==> config.mk <==
export PLATFORM = sky130hd
export DESIGN_NAME = fmvg_side
export DESIGN_NICKNAME = d
export VERILOG_FILES = /design/src/design/fmvg_pkg.sv /design/src/design/fmvg_side.sv
export SDC_FILE = /design/constraint.sdc
export NUM_CORES = 2
export LEC_CHECK = 0
export ABC_AREA = 1
export BUFFER_PORTS_ARGS = -buffer_cell sky130_fd_sc_hd__buf_4
export CAP_MARGIN = 20
export CELL_PAD_IN_SITES_DETAIL_PLACEMENT = 0
export CELL_PAD_IN_SITES_GLOBAL_PLACEMENT = 1
export CORE_ASPECT_RATIO = 1.75
export CORE_MARGIN = 2
export CORE_UTILIZATION = 40
export DETAILED_ROUTE_END_ITERATION = 8
export PLACE_DENSITY_LB_ADDON = 0.1
export SYNTH_ARGS = -nofsm -noshare
export SYNTH_HDL_FRONTEND = slang
export SYNTH_SLANG_ARGS = --single-unit
==> constraint.sdc <==
create_clock -name clk -period 4.65 [get_ports clk]
set_clock_uncertainty 0.2 [all_clocks]
set_input_delay 0.93 -clock clk [delete_from_list [all_inputs] [get_ports clk]]
set_output_delay 0.93 -clock clk [all_outputs]
set_load 0.01 [all_outputs]
==> src/design/fmvg_pkg.sv <==
// Shared widths, register codes and status types of the frustum vertex generator.
package fmvg_pkg;
	localparam int MAX_SEGMENTS = 256;
	localparam int RES_W = 9;
	localparam int LEN_W = 16;
	localparam int COLOR_W = 8;
	localparam int IDX_W = 11;
	localparam int POS_W = 17;
	localparam int NRM_W = 16;
	localparam int PHASE_W = 32;
	localparam int REM_W = 9;
	localparam int J_W = 8;
	localparam int TRIG_W = 32;
	localparam int FAC_W = 31;
	localparam int SIN_LAT = 20;
	localparam int CFG_IDX_W = 3;
	localparam int CFG_DATA_W = 16;

	typedef enum logic [CFG_IDX_W-1:0] {
		REG_RESOLUTION    = 3'd0,
		REG_TOP_RADIUS    = 3'd1,
		REG_BOTTOM_RADIUS = 3'd2,
		REG_HEIGHT        = 3'd3,
		REG_RED           = 3'd4,
		REG_GREEN         = 3'd5,
		REG_BLUE          = 3'd6
	} cfg_reg_t;

	typedef struct packed {
		logic             busy;
		logic [FAC_W-1:0] c;
	} fmvg_sf_t;
endpackage

==> src/design/fmvg_side.sv <==
// Side normal factor L/sqrt(L^2+d^2) in Q30, recomputed after every register write.
module fmvg_side
	import fmvg_pkg::*;
(
	input  logic             clk,
	input  logic             arst_n,
	input  logic             start,
	input  logic [LEN_W-1:0] height,
	input  logic [LEN_W-1:0] top_radius,
	input  logic [LEN_W-1:0] bottom_radius,
	output fmvg_sf_t         status
);
	typedef enum logic [1:0] {ST_LOAD, ST_DIV, ST_ROOT, ST_DONE} state_t;

	state_t      state_q;
	logic [5:0]  cnt_q;
	logic [59:0] num_q;
	logic [32:0] den_q;
	logic [32:0] rem_q;
	logic [28:0] quo_q;
	logic [62:0] val_q;
	logic [62:0] res_q;
	logic [62:0] bit_q;
	logic [FAC_W-1:0] c_q;

	logic [31:0]        l2;
	logic signed [16:0] dif;
	logic signed [33:0] dsq;
	logic [32:0]        den;
	logic [33:0]        trial;
	logic               take;
	logic [28:0]        quo_nx;
	logic [63:0]        rsum;
	logic               rtake;
	logic [62:0]        res_nx;

	assign l2     = height * height;
	assign dif    = $signed({1'b0, bottom_radius}) - $signed({1'b0, top_radius});
	assign dsq    = dif * dif;
	assign den    = {1'b0, l2} + {1'b0, dsq[31:0]};
	assign trial  = {rem_q, num_q[59]};
	assign take   = trial >= {1'b0, den_q};
	assign quo_nx = {quo_q[27:0], take};
	assign rsum   = {1'b0, res_q} + {1'b0, bit_q};
	assign rtake  = {1'b0, val_q} >= rsum;
	assign res_nx = rtake ? (res_q >> 1) + bit_q : res_q >> 1;

	always_ff @(posedge clk or negedge arst_n) begin
		if (!arst_n) begin
			state_q <= ST_LOAD;
			cnt_q   <= '0;
			num_q   <= '0;
			den_q   <= '0;
			rem_q   <= '0;
			quo_q   <= '0;
			val_q   <= '0;
			res_q   <= '0;
			bit_q   <= '0;
			c_q     <= '0;
		end else if (start) begin
			state_q <= ST_LOAD;
		end else begin
			case (state_q)
				ST_LOAD: begin
					num_q <= {l2, 28'd0};
					den_q <= den;
					rem_q <= '0;
					quo_q <= '0;
					cnt_q <= 6'd59;
					if (den == '0) begin
						c_q     <= '0;
						state_q <= ST_DONE;
					end else begin
						state_q <= ST_DIV;
					end
				end
				ST_DIV: begin
					rem_q <= 33'(take ? trial - {1'b0, den_q} : trial);
					num_q <= num_q << 1;
					quo_q <= quo_nx;
					cnt_q <= cnt_q - 6'd1;
					if (cnt_q == '0) begin
						val_q   <= {2'd0, quo_nx, 32'd0};
						res_q   <= '0;
						bit_q   <= 63'd1 << 62;
						cnt_q   <= 6'd31;
						state_q <= ST_ROOT;
					end
				end
				ST_ROOT: begin
					if (rtake)
						val_q <= val_q - rsum[62:0];
					res_q <= res_nx;
					bit_q <= bit_q >> 2;
					cnt_q <= cnt_q - 6'd1;
					if (cnt_q == '0) begin
						c_q     <= res_nx[FAC_W-1:0];
						state_q <= ST_DONE;
					end
				end
				default: ;
			endcase
		end
	end

	assign status.busy = state_q != ST_DONE;
	assign status.c    = c_q;
endmodule

# After elaboration in Yosys (flattened, before gate mapping)
# Index checks and enable logic that the tools add are counted.
# Widths: inputs -> output; s select.
# totals
reg_bits	382
input_bits	51
out_inout_bits	32
elab_cells	68
# classes
n_addsub	7
n_mul	2
order_cmp	2
n_eq_ne	9
mux	22
bitwise_logic	1
reduce_logical	15
# op_table
cell	n
$pmux 63 s2	3
$mux 63	5
$pmux 60 s2	1
$pmux 33 s2	1
$add 63x63->64	1
$ge 63x64->1	1
$add 62x63->63	1
$sub 63x63->63	1
$mux 31	2
$pmux 31 s2	1
$pmux 28 s2	1
$ge 34x33->1	1
$add 32x32->33	1
$logic_not 33->1	1
$mux 33	1
$sub 33x33->33	1
$mul 16x16->32	1
$mul 17x17->32	1
$pmux 6 s3	1
$sub 16x16->17	1
$ne 2x2->1 const B	5
$mux 2	4
$reduce_and 4->1	2
$logic_not 6->1	1
13 further kinds	19

# Depth between registers and ports, before layout
# depth
ltp_word	7
mapped_depth	60
mapped_depth_nobuf	58

# Worst setup path after synthesis
# OpenSTA, ideal clock, no wires.
# synth_path
path_type	input -> register
startpoint	input bottom_radius[0]
endpoint	register c_q[11]
t_arrival_ps	10099
required_ps	4331
slack_ps	-5768
stages	55
n_path_buf	2
cell_sequence	inv_1 -> ha_1 -> fa_1 -> inv_1 -> nand2_1 -> nand2_1 -> o21ai_0 -> o21ai_0 -> a21oi_1 -> o21bai_1 -> nand2_1 -> inv_1 -> a31oi_1 -> inv_1 -> buf_1 -> nor2_1 -> fa_1 -> inv_1 -> [... 19 more ...] -> ha_1 -> inv_1 -> o21ai_0 -> a21oi_1 -> nand2_1 -> a21oi_1 -> nand2_1 -> nand2_1 -> nand2_1 -> nor2_1 -> nand2_1 -> nor2_1 -> nand4_1 -> a21oi_1 -> inv_1 -> clkbuf_1 -> nand2_1 -> nand2_1
# synth_via
elab_chain_cells	6
# synth_rtl
item	line	source
start, declared	fmvg_side.sv:10	input logic [LEN_W-1:0] bottom_radius,
$sub 16x16->17	fmvg_side.sv:38	assign dif = $signed({1'b0, bottom_radius}) - $signed({1'b0, top_radius});
$mul 17x17->32	fmvg_side.sv:39	assign dsq = dif * dif;
$add 32x32->33	fmvg_side.sv:40	assign den = {1'b0, l2} + {1'b0, dsq[31:0]};
$logic_not 33->1	fmvg_side.sv:70	if (den == '0) begin
$ne 2x2->1 (no line)	n/a	
$reduce_and 4->1 (no line)	n/a	
end signal, assigned	fmvg_side.sv:97	c_q <= res_nx[FAC_W-1:0];
end, declared	fmvg_side.sv:24	logic [FAC_W-1:0] c_q;
# No other way between the ends.
# A chain may end at the register's enable or synchronous reset.

# Final worst setup path
# layout_path
startpoint	input bottom_radius[0]
endpoint	register c_q[9]
# The elaborated chain is that of the path after synthesis.

==> impl_results.md <==
- Via count: 47,500
- Crit end category: register
- RSZ-0062 raised after global routing: yes
- Yosys top cell area share: between 10% and 20%
- Async S/R FF share, synth: 100%
- Yosys warns: 0
- Fin nets: 8,694
- Fin area: 63,500 um^2
- # setup viols final: 212
- Syn_nets: 7,398
- DIE WIDTH: between 200 and 300 um
- Post-route ant nets: 0
- Routed wire per std cell: between 15 and 20 um
- Clock Path Buffers: 3
- Final core utilization: roughly 56%
- Cell taking the most area after synthesis: fa_1
- Worst setup path startpoint: bottom_radius[0]
- Cells after Synth: 6,524
- Port Buffer Count: 82
- Worst r2r src: res_q[20]$_DFFE_PN0P_
- Final hold viol count: 0
- Tot GR Track Use: 31.2%
- Sequential fraction of the synthesis area: between 15 and 20%
- Skew-Pair Late Insertion Delay: 610 ps
- Final worst setup slack: -5240 ps
- Most common cell after layout, fill and taps aside: nand2_1
- Initial DRT Pass Iterations: 5
- I/O pin cnt: 83
- HPWL after DPL: 153,000 um
- Crit path DAT: 10,230 ps
- Row cnt: 164
- GRT overflow: 0
- Tcrit/Tclk final: 213%
- Netlist cell types: 54
- Fmax achieved: 101 MHz
- Vias in the first global route: slightly above 50,000
- CP max-delay cell: fa_1
- First-pass GRT wire length: about 280,000 um
- Crit start category: input port
- Max Cap Viol: 0
- Commonest cells after routing, fill and taps aside: 1,374 x nand2_1, 1,295 x buf_4, 1,243 x inv_1
- Slew margin rel.: 43.1%
- Vias per inst: 5.08
- Synthesis-to-finish area growth: 38.6%
- Minimum clock period: 9890 ps
- Number of synthesized register bits: 323
- Die ar.: 117,000 um^2
- CP Max Fanout: 8
- Core Box Area: 114,000 um^2
- Slew Viols, Final: 0
- Final wirelength: between 150,000 and 200,000 um
- Number of CTS-inserted buffers: 37
- Clock Sink Count: 323
- Area after DPL: between 50,000 and 60,000 um^2
- Final GP Congestion: just under 1
- Slowest stage delay, CP: 570 ps
- Root Buffer: clkbuf_16
- Reg clk slew, reported paths: 60 ps
- CTS tree: built
- Initial antenna violation count: 2
- DRC violations left: 0
- CP most frequent cell: nand2_1
- Worst Path Required: 4990 ps
- Die height: roughly 450 um
- Largest net degree at the start of global routing: 81
- Violated checks: negative setup slack
- Critical path type: input port to register
- HP Class: input port to async pin
- EDFF count, synth: 0
- Area contributors post-synth: fa_1 18%, dfrtp_1 18%, nand2_1 13%, inv_1 11%, ha_1 11%
- Iter 0 DRT Violations: roughly 2,200
- Avg Cell Area, Syn: between 7 and 8 um^2
- Status: finished, violations left
- Share of cells above drive strength 1: 27.9%
- Top FF cell, synth: dfrtp_1
- H-tree levels: 2
- Initial Util: 40.2%
- Worst-margin pin slew: 853 ps
- Post-synthesis instance area: 45,800 um^2
## critical path, delay by kind of cell
family / cells / cell delay, ps
AOI/OAI and AO/OA: 9 / 1200
xor gates and xnor gates: 1 / 150
adders and majority gates: 10 / 4070
buffers and inverters: 14 / 1360
and+or+nand+nor: 24 / 2430
## path summary, 6_finish.rpt
| check | slack [ps] | cells after the start | to |
|---|---|---|---|
| hold reg to reg | 270 | 2 | c_q[12]$_DFFE_PN0P_ |
| max in group asynchronous | 3160 | 2 | res_q[5]$_DFFE_PN0P_ |
| hold / removal | 100 | 1 | c_q[16]$_DFFE_PN0P_ |
| min in group clk | 270 | 2 | c_q[12]$_DFFE_PN0P_ |
| setup reg to reg | -450 | 27 | res_q[38]$_DFFE_PN0P_ |
| setup / recovery | -5240 | 58 | c_q[9]$_DFFE_PN0P_ |
## cells by family after synthesis
| group | Yosys count | synth area share [%] |
|---|---|---|
| xor gates and xnor gates | 260 | 4.99 |
| DFF | 323 | 17.6 |
| and+or+nand+nor | 2589 | 23.2 |
| adders and majority gates | 823 | 29.4 |
| buffers and inverters | 1532 | 12.7 |
| AOI/OAI and AO/OA | 997 | 12.1 |
## area by class of cell
type                       count  area (um^2)
antenna                        1         2.50
clock buffer                  48         1050
clock inverter                17          204
fill                       11200        50400
inverter                    1358         5160
multi-input combinational   4670        35400
sequential                   323         8090
tap                         1494         1870
timing repair buffer        1430        11700
## stage by stage
stage | setup TNS [ps] | hold slack, ps | setup WS, ps | instances
final | -326160 | 102 | -5240 | 9341
after global routing | -385420 | 155 | -5690 | 9341
after CTS | -350480 | 143 | -5190 | 9286
after detailed placement | -485490 | 260 | -6470 | 9174
after global placement | -464440 | 262 | -6240 | 9174
after floorplan | -277450 | 244 | -4910 | 6524
## routing by layer
metal	up-vias	part of all wire [%]	GRT usage, %
met2	1034	57	63.1
met4	0	11	29.6
met3	645	2.4	2.69
met5	-	0	0
li1	23100	-	-
met1	22700	29	25.3
## what timing repair did
action / 4_1_cts / 5_1_grt
setup buffers: 44 / 63
hold buffers: 0 / 0
pin swaps: 163 / 204
setup endpoints to repair: 212 / 213
gates cloned: 4 / 1
gates resized for setup: 342 / 451
## sequential cells by signal, summed over array words and instances, names as in the netlist
signal,flops
bit_q,32
c_q,31
cnt_q,6
den_q,33
num_q,32
quo_q,28
rem_q,33
res_q,63
state_q,2
val_q,63
## cells in the mapped netlist (23+ instances only)
cell      count
a21o_1       31
a21oi_1     323
a31oi_1      29
buf_2        30
clkbuf_1    121
dfrtp_1     323
fa_1        422
ha_1        401
inv_1      1352
nand2_1    1543
nand3_1     280
nand4_1     136
nor2_1      524
nor3_1       54
o211ai_1     23
o21ai_0     394
o21ai_1      25
o21bai_1     35
o22ai_1      76
xnor2_1     118
xor2_1      141
Power is left out: the tool's default activity adds up to more than one toggle a clock period on the data nets, which glitch-free logic cannot reach.
