<file path="config.mk">
export PLATFORM = sky130hd
export DESIGN_NAME = fmvg_div_cell
export DESIGN_NICKNAME = d
export VERILOG_FILES = /design/src/design/fmvg_pkg.sv /design/src/design/fmvg_div_cell.sv
export SDC_FILE = /design/constraint.sdc
export NUM_CORES = 1
export LEC_CHECK = 0
export BUFFER_PORTS_ARGS = -buffer_cell sky130_fd_sc_hd__buf_4
export CAP_MARGIN = 0
export CORE_ASPECT_RATIO = 0.7
export CORE_MARGIN = 3
export CORE_UTILIZATION = 40
export CTS_BUF_LIST = sky130_fd_sc_hd__clkbuf_8
export DETAILED_ROUTE_END_ITERATION = 6
export PLACE_DENSITY_LB_ADDON = 0.1
export SYNTH_ARGS = -nofsm -noshare
export SYNTH_HDL_FRONTEND = slang
export SYNTH_SLANG_ARGS = --single-unit
</file>
<file path="constraint.sdc">
create_clock -name clk -period 5.2 [get_ports clk]
set_input_delay 0.78 -clock clk [delete_from_list [all_inputs] [get_ports clk]]
set_output_delay 0.78 -clock clk [all_outputs]
set_load 0.1 [all_outputs]
</file>
<file path="src/design/fmvg_pkg.sv">
// Shared widths, register codes and status types of the frustum vertex generator.
package fmvg_pkg;
	localparam int MAX_SEGMENTS = 256;
	localparam int RES_W = 9;
	localparam int LEN_W = 16;
	localparam int COLOR_W = 8;
	localparam int IDX_W = 11;
	localparam int POS_W = 17;
	localparam int NRM_W = 16;
	localparam int PHASE_W = 32;
	localparam int REM_W = 9;
	localparam int J_W = 8;
	localparam int TRIG_W = 32;
	localparam int FAC_W = 31;
	localparam int SIN_LAT = 20;
	localparam int CFG_IDX_W = 3;
	localparam int CFG_DATA_W = 16;

	typedef enum logic [CFG_IDX_W-1:0] {
		REG_RESOLUTION    = 3'd0,
		REG_TOP_RADIUS    = 3'd1,
		REG_BOTTOM_RADIUS = 3'd2,
		REG_HEIGHT        = 3'd3,
		REG_RED           = 3'd4,
		REG_GREEN         = 3'd5,
		REG_BLUE          = 3'd6
	} cfg_reg_t;

	typedef struct packed {
		logic             busy;
		logic [FAC_W-1:0] c;
	} fmvg_sf_t;
endpackage

</file>
<file path="src/design/fmvg_div_cell.sv">
// One restoring division cell of the phase divider chain: one quotient bit per cell.
module fmvg_div_cell
	import fmvg_pkg::*;
(
	input  logic               clk,
	input  logic               en,
	input  logic [RES_W-1:0]   n,
	input  logic               bit_in,
	input  logic [REM_W-1:0]   rem_in,
	input  logic [PHASE_W-1:0] quo_in,
	output logic [REM_W-1:0]   rem_q,
	output logic [PHASE_W-1:0] quo_q
);
	logic [REM_W:0] trial;
	logic           take;

	assign trial = {rem_in, bit_in};
	assign take  = trial >= {1'b0, n};

	always_ff @(posedge clk) begin
		if (en) begin
			rem_q <= REM_W'(take ? trial - {1'b0, n} : trial);
			quo_q <= {quo_in[PHASE_W-2:0], take};
		end
	end
endmodule

</file>
-- Word level (Yosys, flattened, before mapping)
Index checks and enable logic that the tools add are counted.
- $add $sub $neg: 1
- mux-type cells: 1
- order comparisons: 1
- operators with widths (cell ; number):
    $ge 10x9->1 ; 1
    $mux 9 ; 1
    $sub 9x9->9 ; 1
- logic and storage cells: 5
- flip-flop bits (word level): 41
- output and inout port bits: 41
- input port bits: 53

-- Longest topological paths before layout
Gate-level depths: netlist (run 1).
- depth in word-level cells: 2
- mapped depth: 9
- depth with buffers taken out: 9

-- Worst setup path after synthesis (run 1)
No wires, ideal clock.
- kind: input to register
- from: in bit_in
- to: reg rem_q[2], data pin
- cell stages on the path: 9
- path buffers: 0
- data arrival time: 2.605 ns
- setup slack: 2.335 ns
- required time: 4.940 ns
- library setup time: 0.260 ns
- path through: inv_1 -> ha_1 -> inv_1 -> fa_1 -> a211oi_2 -> o21ai_2 -> a211oi_4 -> inv_4 -> mux2_4
- word-level cells in the longest chain between the ends: 2
- elaborated cells on any way between the ends: 3
- those cells by class: add/sub: 1; order compare: 1; mux: 1
- ends and longest elaborated chain (what ; RTL line ; source):
    from (decl) ; fmvg_div_cell.sv:8 ; input logic bit_in,
    $ge 10x9->1 ; fmvg_div_cell.sv:18 ; assign take = trial >= {1'b0, n};
    via take ; fmvg_div_cell.sv:15 ; logic take;
    $mux 9 ; fmvg_div_cell.sv:22 ; rem_q <= REM_W'(take ? trial - {1'b0, n} : trial);
    to (signal assigned) ; fmvg_div_cell.sv:22 ;
    to (decl) ; fmvg_div_cell.sv:11 ; output logic [REM_W-1:0] rem_q,
The timed path passes the listed nets, and every way through them passes these cells.
A chain may end at the register's enable or synchronous reset.

-- Worst setup path after layout (run 1)
- from: in bit_in
- to: reg rem_q[6], data pin
The elaborated chain is that of the path after synthesis.

==> impl_metrics.yaml, run 1 <==
yosys:
  yosysWarnings: 0
  synthFlopType: "edfxtp_1"
  synth_area_leaders: "edfxtp_1, ha_1, inv_1, mux2_4, a21oi_1"
  synth_seq_cells: 41
  synth.distinct_cells: 42
  synth_seq_area_share_pct: 64.7
  synth_area_leader_cell: "edfxtp_1"
  synth.most_common_cell: "edfxtp_1"
  synth_edf_count: 41
  netlist_instances: 127
  synth_common_cells: "edfxtp_1, inv_1, ha_1, a21oi_1"
  synth_top_area_share_pct: 64.7
  syn_nets: 190
  syn_area_mm2: 0.00190
  synthArstFlopShare_pct: 0
  avgSynthCellArea_um2: 15.0
final_layout:
  layout.nets: 285
  multiInputGateArea_um2: 598
  drive_gt1_share_pct: 49.8
  fill_cells: 361
  regArea_mm2: 0.00123
  diodes: 0
  syn2layout_area_growth_pct: 45.9
outcome:
  run_status: "complete, no violations"
clocking:
  h-tree-depth: 2
  ctsHoldBuffers: 0
  cts_tree: "yes"
  root_buffer: "clkbuf_8"
  cts.sinks: 41
  cts_buffers: 5
  post_cts_resized: 0
  cts_setup_buffers: 0
  path_clk_slew_ns: 0.09
  clk_path_buf_depth: 2
routing:
  ant_nets: 0
  wl_um: 4410
  vias: 1415
  drc_errors: 0
  first_pass_iters: 4
  drt-initial-drc-count: 52
  vias_per_cell: 5.09
  routedWlPerCell_um: 15.9
setup_path:
  cp_num_cells: 10
  crit_arrival_ns: 2.95
  path_cells: "buf_4 -> inv_1 -> ha_1 -> inv_1 -> fa_1 -> a211oi_2 -> o21ai_2 -> a211oi_4 -> inv_4 -> mux2_4"
  worstPathRequired_ns: 5.26
  critPathMaxFanout: 7
  slowest_delay_ns: 0.43
  crit_slowest_cell: "fa_1"
  crit_top_cell: "inv_1"
  critPathTopFamily: "compound AO/OA/AOI/OAI gates"
  critPathBufInv: 4
  worst_setup_path_end_kind: "register"
  start_kind: "input pin"
  crit_type: "input pin to register"
power:
  vdd_drop_max_mv: 0.157
  leakage_uw: 0.00121
  p_per_area_mw_per_mm2: 401
  power_uw: 1110
sta:
  hold_viol: 0
  fin_tns_setup_ns: 0
  maxSlewViolCount: 0
  slew_headroom_pct: 58.5
  post-route-period-util_pct: 55.8
  setup_viol: 0
  rsz0062_at_grt: "false"
  fin_crit_ns: 2.90
  worstMarginPinSlew_ns: 0.606
  clock.fmax_mhz: 345
floorplanning:
  start_util_pct: 42.8
  ios: 94
  rows: 20
  die_w_um: 88.5
  fp.coreArea_mm2: 0.00445
  fp.dieArea_mm2: 0.00564
  die_y_um: 63.7
grt:
  grt_overflow_total: 0
  grt_util_all_layers_pct: 15.2
  grt_pass1_wl_um: 6520
  antenna_found_initial: 0
  grt_pass1_vias: 1352
  grt_max_degree: 42
place:
  port_buffers: 92
  gp_routability_congestion: 0.818
  hpwl_um: 3340
flow_run:
  drv_cap: 0
min_path:
  min_path_cells: 1
  hp-class: "input pin to register"
-- registers in the layout, summed over array words and instances, names as in the netlist --
name   cells
rem_q      9
quo_q     32
-- final cells by class --
type	count	share of cell area (%)
Clock buffer	5	2.48
Clock inverter	3	2.48
Inverter	13	1.85
Multi-Input combinational cell	69	21.5
Sequential cell	41	44.3
Tap cell	55	2.48
Timing Repair Buffer	92	24.9
-- routing by layer --
layer	vias up	track usage [%]	wire [um]
li1	685	-	-
met1	677	20.3	2000
met2	51	23.6	2020
met3	2	5.15	358
met4	0	3.96	27
met5	-	0	0
-- placed cells by master (no fill, tap or decap), types with 2 or more instances in the layout --
| master | netlist | layout |
|---|---|---|
| a211o_1 | 2 | 2 |
| o211ai_1 | 4 | 4 |
| mux2i_1 | 2 | 2 |
| nand2_1 | 4 | 4 |
| xnor2_1 | 2 | 2 |
| mux2_4 | 3 | 3 |
| a21oi_1 | 6 | 6 |
| nand2b_1 | 3 | 3 |
| ha_1 | 9 | 9 |
| a21o_1 | 3 | 3 |
| o31ai_1 | 2 | 2 |
| inv_1 | 12 | 12 |
| bufinv_16 | 0 | 2 |
| nand3_1 | 2 | 2 |
| edfxtp_1 | 41 | 41 |
| clkbuf_8 | 0 | 5 |
| a211oi_1 | 2 | 2 |
| a2111oi_0 | 2 | 2 |
| nor2_1 | 2 | 2 |
| buf_4 | 0 | 92 |
-- cells by family after synthesis --
| family | after synthesis | share of synthesized area, % |
|---|---|---|
| and+or+nand+nor | 17 | 5.13 |
| adders and majority gates | 10 | 6.96 |
| DFF | 41 | 64.7 |
| buffers and inverters | 17 | 3.94 |
| xor gates and xnor gates | 3 | 1.38 |
| muxes | 6 | 4.01 |
| AOI/OAI and AO/OA | 33 | 13.9 |
-- worst paths after layout --
check	startpoint	endpoint
max	bit_in	rem_q[6]
min	quo_in[25]	quo_q[26]
-- through the flow --
| step | cells | setup slack, ns | hold slack, ns | util [%] | instance area [um2] |
|---|---|---|---|---|---|
| floorplan | 127 | 2.34 | 0.879 | - | 1900 |
| detailed placement | 270 | 1.98 | 0.959 | 59.3 | 2640 |
| global route | 278 | 2.20 | 0.640 | 62.4 | 2780 |
| CTS | 278 | 2.28 | 0.646 | 62.4 | 2780 |
| global placement | 270 | 2.00 | 0.959 | 59.3 | 2640 |
| finish | 278 | 2.30 | 0.655 | 62.4 | 2780 |
-- where the power goes --
part	internal, uW	switching [uW]	total (uW)
clock network	193	118	311
logic	99.4	294	394
registers	401	7.69	408
total	693	420	1110
Power figures use the tool's default switching activity.
==> run 2, diff against run 1 <==
- clock period: 5.2 -> 2.59 ns (I/O delays scaled with it)
==> run 2 against run 1 <==
Net effect: critical path depth unchanged; power increased by 80%; combinational power increased by 100%; utilization increased by 0.39 points; count of clock-buffer cells in the layout unchanged; flip-flop and latch count unchanged; hold slack got worse by 0.38 ns; sequential share of layout area decreased by 0.28 points.
==> impl_metrics.yaml, run 2 (synthesis results as in run 1) <==
outcome:
  run_status: "complete, no violations"
place:
  place_area_mm2: 0.00272
  port_buffers: 92
  gp_routability_congestion: 0.844
  hpwl_um: 3440
  numPlacedInstances: 280
final_layout:
  top_register: "quo_q"
  syn2layout_area_growth_pct: 46.8
  fin_area_mm2: 0.00280
  stdcell_count: 287
  layout.nets: 295
  drive_gt1_share_pct: 51.3
  multiInputGateArea_um2: 598
  mostFrequentLayoutCell: "buf_4"
  largest_register_ffs: 32
  final_cell_mix: "buf_4, edfxtp_1, inv_1, ha_1, a21oi_1"
  post-route-util_pct: 62.8
  regArea_mm2: 0.00123
  diodes: 0
  reg_top3: "quo_q (32), rem_q (9)"
  fill_cells: 383
grt:
  grt_overflow_total: 0
  grt_util_all_layers_pct: 15.4
  antenna_found_initial: 0
  grt_pass1_vias: 1390
  grt_pass1_wl_um: 6710
  grt_max_degree: 42
floorplanning:
  ios: 94
  fp.coreArea_mm2: 0.00445
  rows: 20
  die_y_um: 63.7
  start_util_pct: 42.8
  die_w_um: 88.5
  fp.dieArea_mm2: 0.00564
sta:
  fin_crit_ns: 2.46
  rsz0062_at_grt: "false"
  holdWs_ns: 0.279
  fin_tns_setup_ns: 0
  setup_viol: 0
  slew_headroom_pct: 59.9
  worstMarginPinSlew_ns: 0.586
  hold_viol: 0
  maxSlewViolCount: 0
  clock.fmax_mhz: 406
  post-route-period-util_pct: 95.1
clocking:
  h-tree-depth: 2
  root_buffer: "clkbuf_8"
  clk_path_buf_depth: 2
  cts.sinks: 41
  ctsHoldBuffers: 0
  path_clk_slew_ns: 0.08
  cts_tree: "yes"
  post_cts_resized: 0
  cts_buffers: 5
  cts_setup_buffers: 0
routing:
  first_pass_iters: 4
  wl_um: 4290
  ant_nets: 0
  vias_per_cell: 4.94
  vias: 1419
  drc_errors: 0
  routedWlPerCell_um: 14.9
  drt-initial-drc-count: 57
setup_path:
  crit_type: "input pin to register"
  crit_arrival_ns: 2.49
  worstPathRequired_ns: 2.62
  start_kind: "input pin"
  critPathMaxFanout: 3
  worst_setup_path_end_kind: "register"
power:
  leakage_uw: 0.00123
  p_per_area_mw_per_mm2: 718
  vdd_drop_max_mv: 0.258
flow_run:
  drv_cap: 0
min_path:
  hp-class: "input pin to register"
[run 2: changes by cell type in the layout (fill, tap and decap cells not counted), sizes merged]
cell / before / now
buf: 92 / 102
bufinv: 2 / 0
clkinv: 0 / 1
clkinvlp: 0 / 1
inv: 14 / 13
[run 2: through the flow]
| stage | setup slack, ns | power, uW |
|---|---|---|
| after floorplan | 0.117 | 1430 |
| after global placement | -0.140 | 1640 |
| after detailed placement | -0.165 | 1650 |
| after CTS | 0.129 | 2030 |
| after global routing | 0.0234 | 2100 |
| final | 0.126 | 2010 |
[run 2: power by group]
group          total, uW  internal, uW  switching [uW]
Sequential           821           805            16.3
Combinational        807           216             591
Clock                379           181             199
[run 2: metal layers]
metal  global-route usage [%]  routed length [um]  part of all wire [%]
met1                     21.3                1930                    45
met2                     24.5                2030                    47
met3                     3.87                 302                   7.0
met4                     3.02                  27                  0.63
met5                        0                   0                     0
[run 2: final timing paths]
kind	start	endpoint	slack, ns	cells past startpoint
worst max-delay path	bit_in	rem_q[7]	0.13	10
worst min-delay path	quo_in[24]	quo_q[25]	0.28	1
[run 2: layout make-up]
| cell class | count | area share, % |
|---|---|---|
| flip-flops and latches | 41 | 44.0 |
| repair buffers | 102 | 27.4 |
| multi-input cells | 69 | 21.4 |
| clock buffers | 5 | 2.46 |
| well taps | 55 | 2.46 |
| inverters | 13 | 1.84 |
| clock inverters | 2 | 0.403 |
[run 2: worst max-delay path: stages]
cell	delay, ns
buf_4	0.11
inv_1	0.06
ha_1	0.16
inv_1	0.06
fa_1	0.42
a211oi_2	0.31
o21ai_2	0.14
a2111oi_0	0.60
buf_4	0.20
a31oi_1	0.04
